File: src/hdl/rgbe_scanline_rle_decoder_top_defines.svh
// Assertion macros shared by the RGBE scanline decoder modules.
`ifndef RGBE_SCANLINE_RLE_DECODER_TOP_DEFINES_SVH
`define RGBE_SCANLINE_RLE_DECODER_TOP_DEFINES_SVH

// Same-cycle implication, checked outside reset.
`define RGBE_ASSERT_IMPL(lbl, clk, rstn, ante, cons) \
    lbl: assert property (@(posedge clk) disable iff (!(rstn)) (ante) |-> (cons)) \
        else $error("rgbe_rle: same-cycle check failed");

// Next-cycle implication, checked outside reset.
`define RGBE_ASSERT_NEXT(lbl, clk, rstn, ante, cons) \
    lbl: assert property (@(posedge clk) disable iff (!(rstn)) (ante) |=> (cons)) \
        else $error("rgbe_rle: next-cycle check failed");

`endif

File: src/hdl/rgbe_rle_pkg.sv
// Types, codes and helpers shared by the RGBE scanline decoder.
package rgbe_rle_pkg;

    localparam int DIM_DEFAULT = 8192;
    localparam int REG_W       = 14;
    localparam int ROW_W       = 13;
    localparam int COL_W       = 13;
    localparam int CH_W        = 2;
    localparam int BYTE_W      = 8;
    localparam int REP_W       = 7;
    localparam int ERR_W       = 3;
    localparam int NRES        = 3;
    localparam int CNT_W       = 2;
    localparam int PADDR_W     = 4;
    localparam int PDATA_W     = 32;

    localparam logic [BYTE_W-1:0] RLE_MARK = 8'h02;
    localparam logic [BYTE_W-1:0] RUN_BIAS = 8'd128;
    localparam logic [CH_W-1:0]   CH_LAST  = 2'd3;

    typedef enum logic [3:0] {
        PH_START,
        PH_SECOND,
        PH_RLE_HI,
        PH_RLE_LO,
        PH_CODE,
        PH_RUNVAL,
        PH_LIT,
        PH_FLAT,
        PH_DONE,
        PH_HALT
    } t_phase;

    typedef enum logic [ERR_W-1:0] {
        ERR_NONE     = 3'd0,
        ERR_TRUNC    = 3'd1,
        ERR_WIDTH    = 3'd2,
        ERR_RUN_OVR  = 3'd3,
        ERR_ZERO_LIT = 3'd4,
        ERR_LIT_OVR  = 3'd5
    } t_err;

    typedef enum logic [1:0] {
        REG_SCAN_WIDTH   = 2'd0,
        REG_IMAGE_HEIGHT = 2'd1,
        REG_FLIP         = 2'd2
    } t_reg_idx;

    // Effective (clamped) image geometry seen by the decoder.
    typedef struct packed {
        logic [REG_W-1:0] width;
        logic [REG_W-1:0] height;
        logic             flip;
    } t_cfg;

    typedef struct packed {
        logic              is_write;
        logic [ROW_W-1:0]  row;
        logic [COL_W-1:0]  column;
        logic [CH_W-1:0]   channel;
        logic [BYTE_W-1:0] value;
        logic [REP_W-1:0]  rep;
        t_err              err;
        logic              image_done;
        logic              last;
    } t_result;

    // Results of one byte, in delivery order; cnt of zero means nothing to load.
    typedef struct packed {
        logic [CNT_W-1:0]     cnt;
        t_result [NRES-1:0]   res;
    } t_batch;

    function automatic logic [REG_W-1:0] clamp_dim(input logic [REG_W-1:0] v,
                                                   input int unsigned lim);
        logic [REG_W-1:0] r;
        r = v;
        if (v == '0) begin
            r = REG_W'(1);
        end else if (int'(v) > int'(lim)) begin
            r = REG_W'(lim);
        end
        return r;
    endfunction

endpackage

File: src/hdl/rgbe_rle_cfg.sv
// APB register block holding scan width, image height and flip control.
module rgbe_rle_cfg #(
    parameter int MAX_DIMENSION = rgbe_rle_pkg::DIM_DEFAULT
) (
    input  logic                             i_clk,
    input  logic                             i_rst_n,
    input  logic                             psel,
    input  logic                             penable,
    input  logic                             pwrite,
    input  logic [rgbe_rle_pkg::PADDR_W-1:0] paddr,
    input  logic [rgbe_rle_pkg::PDATA_W-1:0] pwdata,
    output logic [rgbe_rle_pkg::PDATA_W-1:0] prdata,
    output logic                             pready,
    output rgbe_rle_pkg::t_cfg               o_cfg
);
    import rgbe_rle_pkg::*;

    logic [REG_W-1:0] r_scan_width;
    logic [REG_W-1:0] r_image_height;
    logic             r_flip;
    logic [REG_W-1:0] r_w_eff;
    logic [REG_W-1:0] r_h_eff;
    logic             wr_en;
    t_reg_idx         reg_idx;

    assign pready  = 1'b1;
    assign wr_en   = psel && penable && pwrite;
    assign reg_idx = t_reg_idx'(paddr[PADDR_W-1:2]);

    always_ff @(posedge i_clk) begin
        if (!i_rst_n) begin
            r_scan_width   <= REG_W'(1);
            r_image_height <= REG_W'(1);
            r_flip         <= 1'b0;
            r_w_eff        <= REG_W'(1);
            r_h_eff        <= REG_W'(1);
        end else if (wr_en) begin
            case (reg_idx)
                REG_SCAN_WIDTH: begin
                    r_scan_width <= pwdata[REG_W-1:0];
                    r_w_eff      <= clamp_dim(pwdata[REG_W-1:0], MAX_DIMENSION);
                end
                REG_IMAGE_HEIGHT: begin
                    r_image_height <= pwdata[REG_W-1:0];
                    r_h_eff        <= clamp_dim(pwdata[REG_W-1:0], MAX_DIMENSION);
                end
                REG_FLIP: begin
                    r_flip <= pwdata[0];
                end
                default: begin
                end
            endcase
        end
    end

    always_comb begin
        case (reg_idx)
            REG_SCAN_WIDTH:   prdata = PDATA_W'(r_scan_width);
            REG_IMAGE_HEIGHT: prdata = PDATA_W'(r_image_height);
            REG_FLIP:         prdata = PDATA_W'(r_flip);
            default:          prdata = '0;
        endcase
    end

    assign o_cfg.width  = r_w_eff;
    assign o_cfg.height = r_h_eff;
    assign o_cfg.flip   = r_flip;

endmodule

File: src/hdl/rgbe_rle_core.sv
// Input byte register, scanline/run state machine and per-byte result builder.
`include "rgbe_scanline_rle_decoder_top_defines.svh"
module rgbe_rle_core (
    input  logic                            i_clk,
    input  logic                            i_rst_n,
    input  rgbe_rle_pkg::t_cfg              i_cfg,
    input  logic                            i_in_valid,
    output logic                            o_in_stall,
    input  logic [rgbe_rle_pkg::BYTE_W-1:0] i_data_byte,
    input  logic                            i_final_byte,
    input  logic                            i_load_ok,
    output rgbe_rle_pkg::t_batch            o_batch
);
    import rgbe_rle_pkg::*;

    // Input register
    logic              r_in_vld;
    logic [BYTE_W-1:0] r_byte;
    logic              r_fin;

    // Decode state
    t_phase            r_phase,   n_phase;
    logic [CH_W-1:0]   r_ch,      n_ch;
    logic [REG_W-1:0]  r_col,     n_col;
    logic [REG_W-1:0]  r_row,     n_row;
    logic [BYTE_W-1:0] r_run,     n_run;
    logic [BYTE_W-1:0] r_held,    n_held;
    t_err              r_err,     n_err;

    logic              proc;
    logic              active;
    t_err              prim_err;
    logic              trunc;
    logic              has_stat;
    logic [REG_W:0]    w_ext;
    logic [REG_W-1:0]  row_inc;
    t_phase            end_phase;
    logic [REG_W:0]    adv_col;
    logic [BYTE_W-1:0] adv_run;
    logic [REG_W:0]    run_sum;
    logic [REG_W:0]    lit_sum;
    logic [REG_W:0]    flat_col;
    logic [CH_W-1:0]   ch_inc;
    logic [REG_W-1:0]  y_sat;
    logic [REG_W-1:0]  dest_row;
    logic [CNT_W-1:0]  nw;
    t_result           wr0, wr1, stat;

    assign proc       = r_in_vld && i_load_ok;
    assign o_in_stall = r_in_vld && !i_load_ok;

    always_ff @(posedge i_clk) begin
        if (!i_rst_n) begin
            r_in_vld <= 1'b0;
        end else if (!o_in_stall) begin
            r_in_vld <= i_in_valid;
        end
    end

    always_ff @(posedge i_clk) begin
        if (!o_in_stall && i_in_valid) begin
            r_byte <= i_data_byte;
            r_fin  <= i_final_byte;
        end
    end

    always_ff @(posedge i_clk) begin
        if (!i_rst_n) begin
            r_phase <= PH_START;
            r_ch    <= '0;
            r_col   <= '0;
            r_row   <= '0;
            r_run   <= '0;
            r_held  <= '0;
            r_err   <= ERR_NONE;
        end else if (proc) begin
            r_phase <= n_phase;
            r_ch    <= n_ch;
            r_col   <= n_col;
            r_row   <= n_row;
            r_run   <= n_run;
            r_held  <= n_held;
            r_err   <= n_err;
        end
    end

    assign active    = (r_phase != PH_DONE) && (r_phase != PH_HALT) && (r_err == ERR_NONE);
    assign w_ext     = {1'b0, i_cfg.width};
    assign row_inc   = r_row + REG_W'(1);
    assign end_phase = (row_inc >= i_cfg.height) ? PH_DONE : PH_START;
    assign run_sum   = {1'b0, r_col} + (REG_W + 1)'(r_byte[BYTE_W-2:0]);
    assign lit_sum   = {1'b0, r_col} + (REG_W + 1)'(r_byte);
    assign flat_col  = {1'b0, r_col} + (REG_W + 1)'(1);
    assign ch_inc    = r_ch + CH_W'(1);
    assign adv_col   = (r_phase == PH_RUNVAL) ? ({1'b0, r_col} + (REG_W + 1)'(r_run))
                                              : flat_col;
    assign adv_run   = (r_phase == PH_LIT && r_run != '0) ? (r_run - BYTE_W'(1)) : '0;

    // Next state
    always_comb begin
        n_phase  = r_phase;
        n_ch     = r_ch;
        n_col    = r_col;
        n_row    = r_row;
        n_run    = r_run;
        n_held   = r_held;
        n_err    = r_err;
        prim_err = ERR_NONE;
        trunc    = 1'b0;
        if (active) begin
            case (r_phase)
                PH_START: begin
                    n_held  = r_byte;
                    n_phase = PH_SECOND;
                end
                PH_SECOND: begin
                    if (r_held == RLE_MARK && r_byte == RLE_MARK) begin
                        n_phase = PH_RLE_HI;
                    end else begin
                        // two flat writes leave this byte together: channels 0 and 1 of column 0
                        n_col   = '0;
                        n_ch    = CH_W'(2);
                        n_phase = PH_FLAT;
                    end
                end
                PH_RLE_HI: begin
                    n_held  = r_byte;
                    n_phase = PH_RLE_LO;
                end
                PH_RLE_LO: begin
                    if ({r_held, r_byte} != (2 * BYTE_W)'(i_cfg.width)) begin
                        prim_err = ERR_WIDTH;
                    end else begin
                        n_col   = '0;
                        n_ch    = '0;
                        n_run   = '0;
                        n_phase = PH_CODE;
                    end
                end
                PH_CODE: begin
                    if (r_byte > RUN_BIAS) begin
                        if (run_sum > w_ext) begin
                            prim_err = ERR_RUN_OVR;
                        end else begin
                            n_run   = BYTE_W'(r_byte[BYTE_W-2:0]);
                            n_phase = PH_RUNVAL;
                        end
                    end else if (r_byte == '0) begin
                        prim_err = ERR_ZERO_LIT;
                    end else if (lit_sum > w_ext) begin
                        prim_err = ERR_LIT_OVR;
                    end else begin
                        n_run   = r_byte;
                        n_phase = PH_LIT;
                    end
                end
                PH_RUNVAL, PH_LIT: begin
                    n_run = adv_run;
                    if (adv_col >= w_ext) begin
                        n_col = '0;
                        if (r_ch == CH_LAST) begin
                            n_ch    = '0;
                            n_row   = row_inc;
                            n_phase = end_phase;
                        end else begin
                            n_ch    = ch_inc;
                            n_phase = (adv_run != '0) ? PH_LIT : PH_CODE;
                        end
                    end else begin
                        n_col   = adv_col[REG_W-1:0];
                        n_phase = (adv_run != '0) ? PH_LIT : PH_CODE;
                    end
                end
                PH_FLAT: begin
                    n_ch    = ch_inc;
                    n_phase = PH_FLAT;
                    if (ch_inc == '0) begin
                        if (flat_col >= w_ext) begin
                            n_col   = '0;
                            n_row   = row_inc;
                            n_phase = end_phase;
                        end else begin
                            n_col = flat_col[REG_W-1:0];
                        end
                    end
                end
                default: begin
                    n_phase = PH_HALT;
                end
            endcase
            if (prim_err != ERR_NONE) begin
                n_err   = prim_err;
                n_phase = PH_HALT;
            end else if (r_fin && !(n_phase inside {PH_DONE, PH_HALT})) begin
                trunc   = 1'b1;
                n_err   = ERR_TRUNC;
                n_phase = PH_HALT;
            end
        end
    end

    // Destination row, saturated to the image and optionally flipped
    assign y_sat    = (r_row >= i_cfg.height) ? (i_cfg.height - REG_W'(1)) : r_row;
    assign dest_row = i_cfg.flip ? (i_cfg.height - REG_W'(1) - y_sat) : y_sat;
    assign has_stat = (prim_err != ERR_NONE) || trunc;

    // Outputs: assemble the results of this byte
    always_comb begin
        nw   = '0;
        wr0  = '0;
        wr1  = '0;
        stat = '0;

        wr0.is_write = 1'b1;
        wr0.row      = dest_row[ROW_W-1:0];
        wr0.column   = r_col[COL_W-1:0];
        wr0.channel  = r_ch;
        wr0.value    = r_byte;
        wr0.rep      = REP_W'(1);
        wr0.err      = ERR_NONE;

        wr1.is_write = 1'b1;
        wr1.row      = dest_row[ROW_W-1:0];
        wr1.column   = '0;
        wr1.channel  = CH_W'(1);
        wr1.value    = r_byte;
        wr1.rep      = REP_W'(1);
        wr1.err      = ERR_NONE;

        stat.err = (prim_err != ERR_NONE) ? prim_err : ERR_TRUNC;

        if (active) begin
            case (r_phase)
                PH_SECOND: begin
                    if (!(r_held == RLE_MARK && r_byte == RLE_MARK)) begin
                        nw          = CNT_W'(2);
                        wr0.column  = '0;
                        wr0.channel = '0;
                        wr0.value   = r_held;
                    end
                end
                PH_RUNVAL: begin
                    nw      = CNT_W'(1);
                    wr0.rep = r_run[REP_W-1:0];
                end
                PH_LIT, PH_FLAT: begin
                    nw = CNT_W'(1);
                end
                default: begin
                    nw = '0;
                end
            endcase
        end

        wr0.image_done = (nw == CNT_W'(1)) && (n_phase == PH_DONE);
        wr1.image_done = (n_phase == PH_DONE);

        o_batch.cnt = proc ? (nw + CNT_W'(has_stat)) : '0;
        o_batch.res[0] = (nw != '0)       ? wr0 : stat;
        o_batch.res[1] = (nw == CNT_W'(2)) ? wr1 : stat;
        o_batch.res[2] = stat;
        o_batch.res[0].last = (nw + CNT_W'(has_stat)) == CNT_W'(1);
        o_batch.res[1].last = (nw + CNT_W'(has_stat)) == CNT_W'(2);
        o_batch.res[2].last = 1'b1;
    end

    `RGBE_ASSERT_IMPL(a_halt_silent, i_clk, i_rst_n, (r_phase == PH_HALT) || (r_phase == PH_DONE), o_batch.cnt == '0)
    `RGBE_ASSERT_IMPL(a_err_halts, i_clk, i_rst_n, r_err != ERR_NONE, r_phase == PH_HALT)
    `RGBE_ASSERT_NEXT(a_status_stops, i_clk, i_rst_n, proc && has_stat, r_phase == PH_HALT)

endmodule

File: src/hdl/rgbe_rle_obuf.sv
// Three-slot result buffer feeding the output channel one result per cycle unless stalled.
`include "rgbe_scanline_rle_decoder_top_defines.svh"
module rgbe_rle_obuf (
    input  logic                  i_clk,
    input  logic                  i_rst_n,
    input  rgbe_rle_pkg::t_batch  i_batch,
    output logic                  o_load_ok,
    output logic                  o_out_valid,
    input  logic                  i_out_stall,
    output rgbe_rle_pkg::t_result o_res
);
    import rgbe_rle_pkg::*;

    t_result          r_slot [NRES];
    logic [CNT_W-1:0] r_cnt, n_cnt;
    logic             pop;
    logic             load;

    assign o_out_valid = (r_cnt != '0);
    assign pop         = o_out_valid && !i_out_stall;
    // Take a new batch when the buffer is empty or its last held result leaves in this cycle
    assign o_load_ok   = (r_cnt == '0) || ((r_cnt == CNT_W'(1)) && pop);
    assign load        = o_load_ok && (i_batch.cnt != '0);
    assign o_res       = r_slot[0];

    always_comb begin
        n_cnt = r_cnt;
        if (pop) begin
            n_cnt = r_cnt - CNT_W'(1);
        end
        if (load) begin
            n_cnt = i_batch.cnt;
        end
    end

    always_ff @(posedge i_clk) begin
        if (!i_rst_n) begin
            r_cnt <= '0;
        end else begin
            r_cnt <= n_cnt;
        end
    end

    always_ff @(posedge i_clk) begin
        if (load) begin
            r_slot[0] <= i_batch.res[0];
            r_slot[1] <= i_batch.res[1];
            r_slot[2] <= i_batch.res[2];
        end else if (pop) begin
            r_slot[0] <= r_slot[1];
            r_slot[1] <= r_slot[2];
        end
    end

    `RGBE_ASSERT_IMPL(a_last_at_tail, i_clk, i_rst_n, r_cnt == CNT_W'(1), r_slot[0].last)
    `RGBE_ASSERT_IMPL(a_no_early_last, i_clk, i_rst_n, r_cnt > CNT_W'(1), !r_slot[0].last)

endmodule

File: src/hdl/rgbe_scanline_rle_decoder_top.sv
// Top level of the Radiance RGBE scanline run-length decoder.
// Takes the pixel-data bytes of an RGBE image (everything after the resolution line) one
// request per cycle and turns them into scanline writes: destination row (flipped when
// flip_rows is set), first column, channel (0 R, 1 G, 2 B, 3 E), value and a repeat
// count, so a run leaves as a single write. A scanline that opens with 02 02 and the
// big-endian width is decoded as run-length channels; any other opening is flat RGBE,
// forwarded one byte per write. Decode faults (width mismatch, run overrun, zero literal,
// literal overrun, and truncation when final_byte arrives before the image is complete)
// are reported once as a status result with is_write low, after which the block drops
// every byte until reset; bytes after the last scanline are dropped silently. Every byte
// is registered in the input register, decoded combinationally and its results loaded
// into a three-slot output buffer whose first slot drives the result channel. A byte that
// causes at most one result is accepted every cycle while the output is not stalled; the
// opening of a flat scanline causes two (three with truncation), and the input stalls
// while the output buffer hands them out, one per cycle unless stalled. Configure scan_width
// (0x0), image_height (0x4) and flip_rows (0x8) while no request is in flight;
// width and height are clamped to 1..MAX_DIMENSION.
module rgbe_scanline_rle_decoder_top #(
    parameter int MAX_DIMENSION = rgbe_rle_pkg::DIM_DEFAULT
) (
    input  logic                             i_clk,
    input  logic                             i_rst_n,
    // configuration port
    input  logic                             psel,
    input  logic                             penable,
    input  logic                             pwrite,
    input  logic [rgbe_rle_pkg::PADDR_W-1:0] paddr,
    input  logic [rgbe_rle_pkg::PDATA_W-1:0] pwdata,
    output logic [rgbe_rle_pkg::PDATA_W-1:0] prdata,
    output logic                             pready,
    // byte input channel
    input  logic                             i_in_valid,
    output logic                             o_in_stall,
    input  logic [rgbe_rle_pkg::BYTE_W-1:0]  i_data_byte,
    input  logic                             i_final_byte,
    // result channel
    output logic                             o_out_valid,
    input  logic                             i_out_stall,
    output logic                             o_is_write,
    output logic [rgbe_rle_pkg::ROW_W-1:0]   o_out_row,
    output logic [rgbe_rle_pkg::COL_W-1:0]   o_out_column,
    output logic [rgbe_rle_pkg::CH_W-1:0]    o_out_channel,
    output logic [rgbe_rle_pkg::BYTE_W-1:0]  o_out_value,
    output logic [rgbe_rle_pkg::REP_W-1:0]   o_repeat_res,
    output logic [rgbe_rle_pkg::ERR_W-1:0]   o_error_code,
    output logic                             o_image_done,
    output logic                             o_last
);
    import rgbe_rle_pkg::*;

    t_cfg    cfg;
    t_batch  batch;
    t_result res;
    logic    load_ok;

    // Registers: clamped geometry is computed on the write, not per byte
    rgbe_rle_cfg #(
        .MAX_DIMENSION (MAX_DIMENSION)
    ) u_cfg (
        .i_clk   (i_clk),
        .i_rst_n (i_rst_n),
        .psel    (psel),
        .penable (penable),
        .pwrite  (pwrite),
        .paddr   (paddr),
        .pwdata  (pwdata),
        .prdata  (prdata),
        .pready  (pready),
        .o_cfg   (cfg)
    );

    // Decode one byte per cycle; hold the byte while the buffer is still busy
    rgbe_rle_core u_core (
        .i_clk        (i_clk),
        .i_rst_n      (i_rst_n),
        .i_cfg        (cfg),
        .i_in_valid   (i_in_valid),
        .o_in_stall   (o_in_stall),
        .i_data_byte  (i_data_byte),
        .i_final_byte (i_final_byte),
        .i_load_ok    (load_ok),
        .o_batch      (batch)
    );

    // Buffer the results of each byte and hand them to the output in delivery order
    rgbe_rle_obuf u_obuf (
        .i_clk       (i_clk),
        .i_rst_n     (i_rst_n),
        .i_batch     (batch),
        .o_load_ok   (load_ok),
        .o_out_valid (o_out_valid),
        .i_out_stall (i_out_stall),
        .o_res       (res)
    );

    assign o_is_write    = res.is_write;
    assign o_out_row     = res.row;
    assign o_out_column  = res.column;
    assign o_out_channel = res.channel;
    assign o_out_value   = res.value;
    assign o_repeat_res  = res.rep;
    assign o_error_code  = res.err;
    assign o_image_done  = res.image_done;
    assign o_last        = res.last;

endmodule
File: config.mk
export PLATFORM = sky130hd
export DESIGN_NAME = rgbe_scanline_rle_decoder_top
export DESIGN_NICKNAME = d
export VERILOG_FILES = /design/src/hdl/rgbe_rle_pkg.sv /design/src/hdl/rgbe_rle_cfg.sv /design/src/hdl/rgbe_rle_core.sv /design/src/hdl/rgbe_rle_obuf.sv /design/src/hdl/rgbe_scanline_rle_decoder_top.sv
export VERILOG_INCLUDE_DIRS = /design/src /design/src/hdl
export SDC_FILE = /design/constraint.sdc
export NUM_CORES = 1
export LEC_CHECK = 0
export BUFFER_PORTS_ARGS = -buffer_cell sky130_fd_sc_hd__buf_2
export CAP_MARGIN = 20
export CORE_ASPECT_RATIO = 0.8
export CORE_MARGIN = 2
export CORE_UTILIZATION = 36
export DETAILED_ROUTE_END_ITERATION = 10
export SYNTH_ARGS = -nofsm -noshare
export SYNTH_HDL_FRONTEND = slang
export SYNTH_SLANG_ARGS = --single-unit
File: constraint.sdc
create_clock -name i_clk -period 8.9 [get_ports i_clk]
set_clock_uncertainty 0.05 [all_clocks]
set_input_delay 0.445 -clock i_clk [delete_from_list [all_inputs] [get_ports i_clk]]
set_output_delay 0.445 -clock i_clk [all_outputs]
set_load 0.05 [all_outputs]
==> reports/results.tsv <==
metric	value	unit
rsz0062_at_grt	false	
gp_congestion	0.934	
viasPerCell	5.41	
startpoint_type	register	
cts_tree	built	
synth-simple-area-share	19.6	%
synth_cell_types	87	
static-leakage-power	6.16	nW
synth.mux.area_fraction	3.27	%
wirelength	38.6	mm
async_flop_share	0	%
nets	1801	
postSynthCellCount	1621	
cp-end-kind	register	
cts_sinks	201	
place_hpwl	29.0	mm
clock_latency	0.55	ns
rrSetupSlack	1.57	ns
p_clk_share	31.1	%
yosys_warnings	0	
rr_worst_depth	24	
cp_slowest_cell	o41ai_4	
yosys.area_share.xor_xnor	5.83	%
r2r-start	u_core.r_byte[1]	
fin_tns_setup	0	ns
path_delay_family	compound AO/OA/AOI/OAI gates	
synth.avg_cell_area	8.61	um2
crit_arrival	7.58	ns
dp_slack	1.69	ns
crit_chain	ha_1, a21o_1, a21oi_1, o21bai_1, a21oi_1, o21bai_1, a21oi_1, nor3_1, xor2_1, ha_1, and3_1, a211oi_1, a211oi_1, a211oi_1, a32oi_1, nand2_1, a21oi_1, ha_1, xor2_2, o41ai_4, buf_4, nor2_1, nand2_1, nand2_1	
worst_path_largest_cell_delay	0.80	ns
postCtsResizedCells	0	
synth_area_leader_cell	edfxtp_1	
pin_count	136	
synth_edf_count	88	
grt_pass1_vias	10776	
netlist_area	0.0140	mm2
ir_drop	147	uV
worst_r2r_endpoint	u_obuf.r_slot[0][20]	
drc	0	
synth_top_family_by_area	simple AND/OR/NAND/NOR gates	
drtIter0Drc	889	
hold_path_depth	1	
drt-pass1-iter-count	5	
status	finished clean	
synth_ff_type	dfxtp_1	
overflow	0	
synth_fa_ha_area_share	10.7	%
p_switching	0.00125	W
cts_root_buf	clkbuf_16	
die_w	224	um
path_class	reg2reg	
cts_buffer_depth	3	
pwr_density_cell	215	mW/mm2
die_height	180	um
drv_cap	0	
placed_cell_area	0.0144	mm2
wl_per_cell	18.0	um
yosysMostFrequentCell	nand2_1	
synth.area.top_cells	edfxtp_1 19%, dfxtp_1 16%, ha_1 10%, nand2_1 5.4%, a21oi_1 4.3%	
min_period	7.33	ns
hold_class	in2reg	
cpMostUsedCell	a21oi_1	
yosysSeqAreaShare	35.1	%
coreArea	0.0382	mm2
holdPathEnd	u_core.r_fin	
design_area	0.0153	mm2
hold_viol_final	0	
synth-seq-cells	201	
start_util	36.6	%
clk_pin_slew	0.06	ns
tightest_slew	1.05	ns
netlist.area_leader.share	18.9	%
grt_usage	18.7	%
synth_compound_area_share	17.5	%
achievable-frequency	136	MHz
power_frac_comb	30.7	%
setup_violations	0	
synth_common_cells	200 x nand2_1, 132 x nor2_1, 119 x a21oi_1	
setup_slack	1.57	ns
area.growth.synth_to_final	9.66	%
vias	11619	
relSlewSlack	30.0	%
internal_power	0.00204	W
antenna_left	0	
grt_max_degree	77	
grt_antenna_before_repair	1	
rows	64	
die-area	0.0404	mm2
min-delay-start	i_final_byte	
cts_setup_buffers	0	
grt_pass1_wl	60.7	mm
cts_buffers	24	
crit_fanout	38	
drive_gt1_share	11.1	%
timing.critical_path.buf_inv	1	
switching_share	38.0	%
cts_max_level	1	
post-route-period-util	82.4	%
ctsHoldBuffers	0	
pwr-share-seq	38.1	%
slew_viol_final	0	
portBuffers	96	
worst_ep_required_time	9.15	ns
state kept, by name, summed over array words and instances, names as in the netlist:
name,flops
u_cfg.r_flip,1
u_cfg.r_h_eff,14
u_cfg.r_image_height,14
u_cfg.r_scan_width,14
u_cfg.r_w_eff,14
u_core.r_byte,8
u_core.r_ch,2
u_core.r_col,14
u_core.r_err,3
u_core.r_fin,1
u_core.r_held,8
u_core.r_in_vld,1
u_core.r_phase,4
u_core.r_row,14
u_core.r_run,8
u_obuf.r_cnt,2
u_obuf.r_slot,79
layout make-up:
type	instances	area (um2)
flip-flops and latches	201	4900
clock inverters	13	149
multi-input cells	1218	8060
diodes	2	5.00
well taps	495	619
inverters	79	297
fillers	3819	22900
clock buffers	31	679
repair buffers	108	598
worst max path at each step:
stage	startpoint	to	slack, ns	cells past startpoint
CTS	u_core.r_byte[1]	u_obuf.r_slot[0][20]	1.68	24
floorplan	u_core.r_col[0]	u_obuf.r_slot[0][0]	3.13	19
detailed placement	u_core.r_byte[1]	u_obuf.r_slot[0][20]	1.69	24
global placement	u_core.r_byte[1]	u_obuf.r_slot[0][20]	1.84	24
finish	u_core.r_byte[1]	u_obuf.r_slot[0][20]	1.57	24
global route	u_core.r_byte[1]	u_obuf.r_slot[0][20]	1.18	24
cells by family (layout without fill, tap and decap cells):
| family | count (synthesis) | count (layout) |
|---|---|---|
| multiplexers | 44 | 44 |
| AO/OA/AOI/OAI | 371 | 371 |
| buffers and inverters | 220 | 231 |
| flip-flops | 201 | 201 |
| other | 2 | 22 |
| adder cells (fa/ha/maj) | 118 | 118 |
| XOR/XNOR | 92 | 92 |
| AND/OR/NAND/NOR | 573 | 573 |
stage by stage:
| step | power, W | hold slack (ns) | util [%] | std cells |
|---|---|---|---|---|
| floorplan | 0.00213 | 0.386 | - | 1639 |
| global placement | 0.00227 | 0.391 | 37.7 | 2097 |
| detailed placement | 0.00229 | 0.396 | 37.8 | 2098 |
| CTS | 0.00332 | 0.00314 | 39.9 | 2142 |
| global route | 0.00344 | 0.0182 | 40.1 | 2145 |
| finish | 0.00329 | 0.0268 | 40.1 | 2147 |
metal layers:
| layer | up-vias | part of all wire [%] | GRT usage, % | routed length [um] |
|---|---|---|---|---|
| li1 | 5708 | - | - | - |
| met1 | 5487 | 50 | 28.6 | 19100 |
| met2 | 376 | 41 | 26.7 | 15700 |
| met3 | 48 | 7.3 | 3.68 | 2800 |
| met4 | 0 | 2.5 | 4.61 | 947 |
| met5 | - | 0 | 0 | 0 |
cells in the final DEF (no fill, tap or decap), types with 10 or more instances in the layout:
master	n
a211oi_1	19
a21o_1	17
a21oi_1	119
a22o_1	11
a22oi_1	17
and2_1	33
and3_1	15
buf_2	96
clkbuf_16	26
conb_1	20
dfxtp_1	113
edfxtp_1	88
ha_1	114
inv_1	78
mux2i_1	40
nand2_1	200
nand2b_1	17
nand3_1	35
nand4_1	23
nor2_1	132
nor2b_1	27
nor3_1	34
nor4_1	12
o211ai_1	14
o21a_1	10
o21ai_0	76
or3_1	15
xnor2_1	49
xor2_1	42
power groups by stage:
stage	combinational, W	clock (W)	sequential [W]
after floorplan	0.000868	0	0.00126
after global placement	0.000994	0	0.00127
after detailed placement	0.00101	0	0.00128
after CTS	0.00101	0.00105	0.00126
after global routing	0.00109	0.00108	0.00127
final	0.00101	0.00103	0.00126
Note: power is estimated with default switching activity, not from simulation.
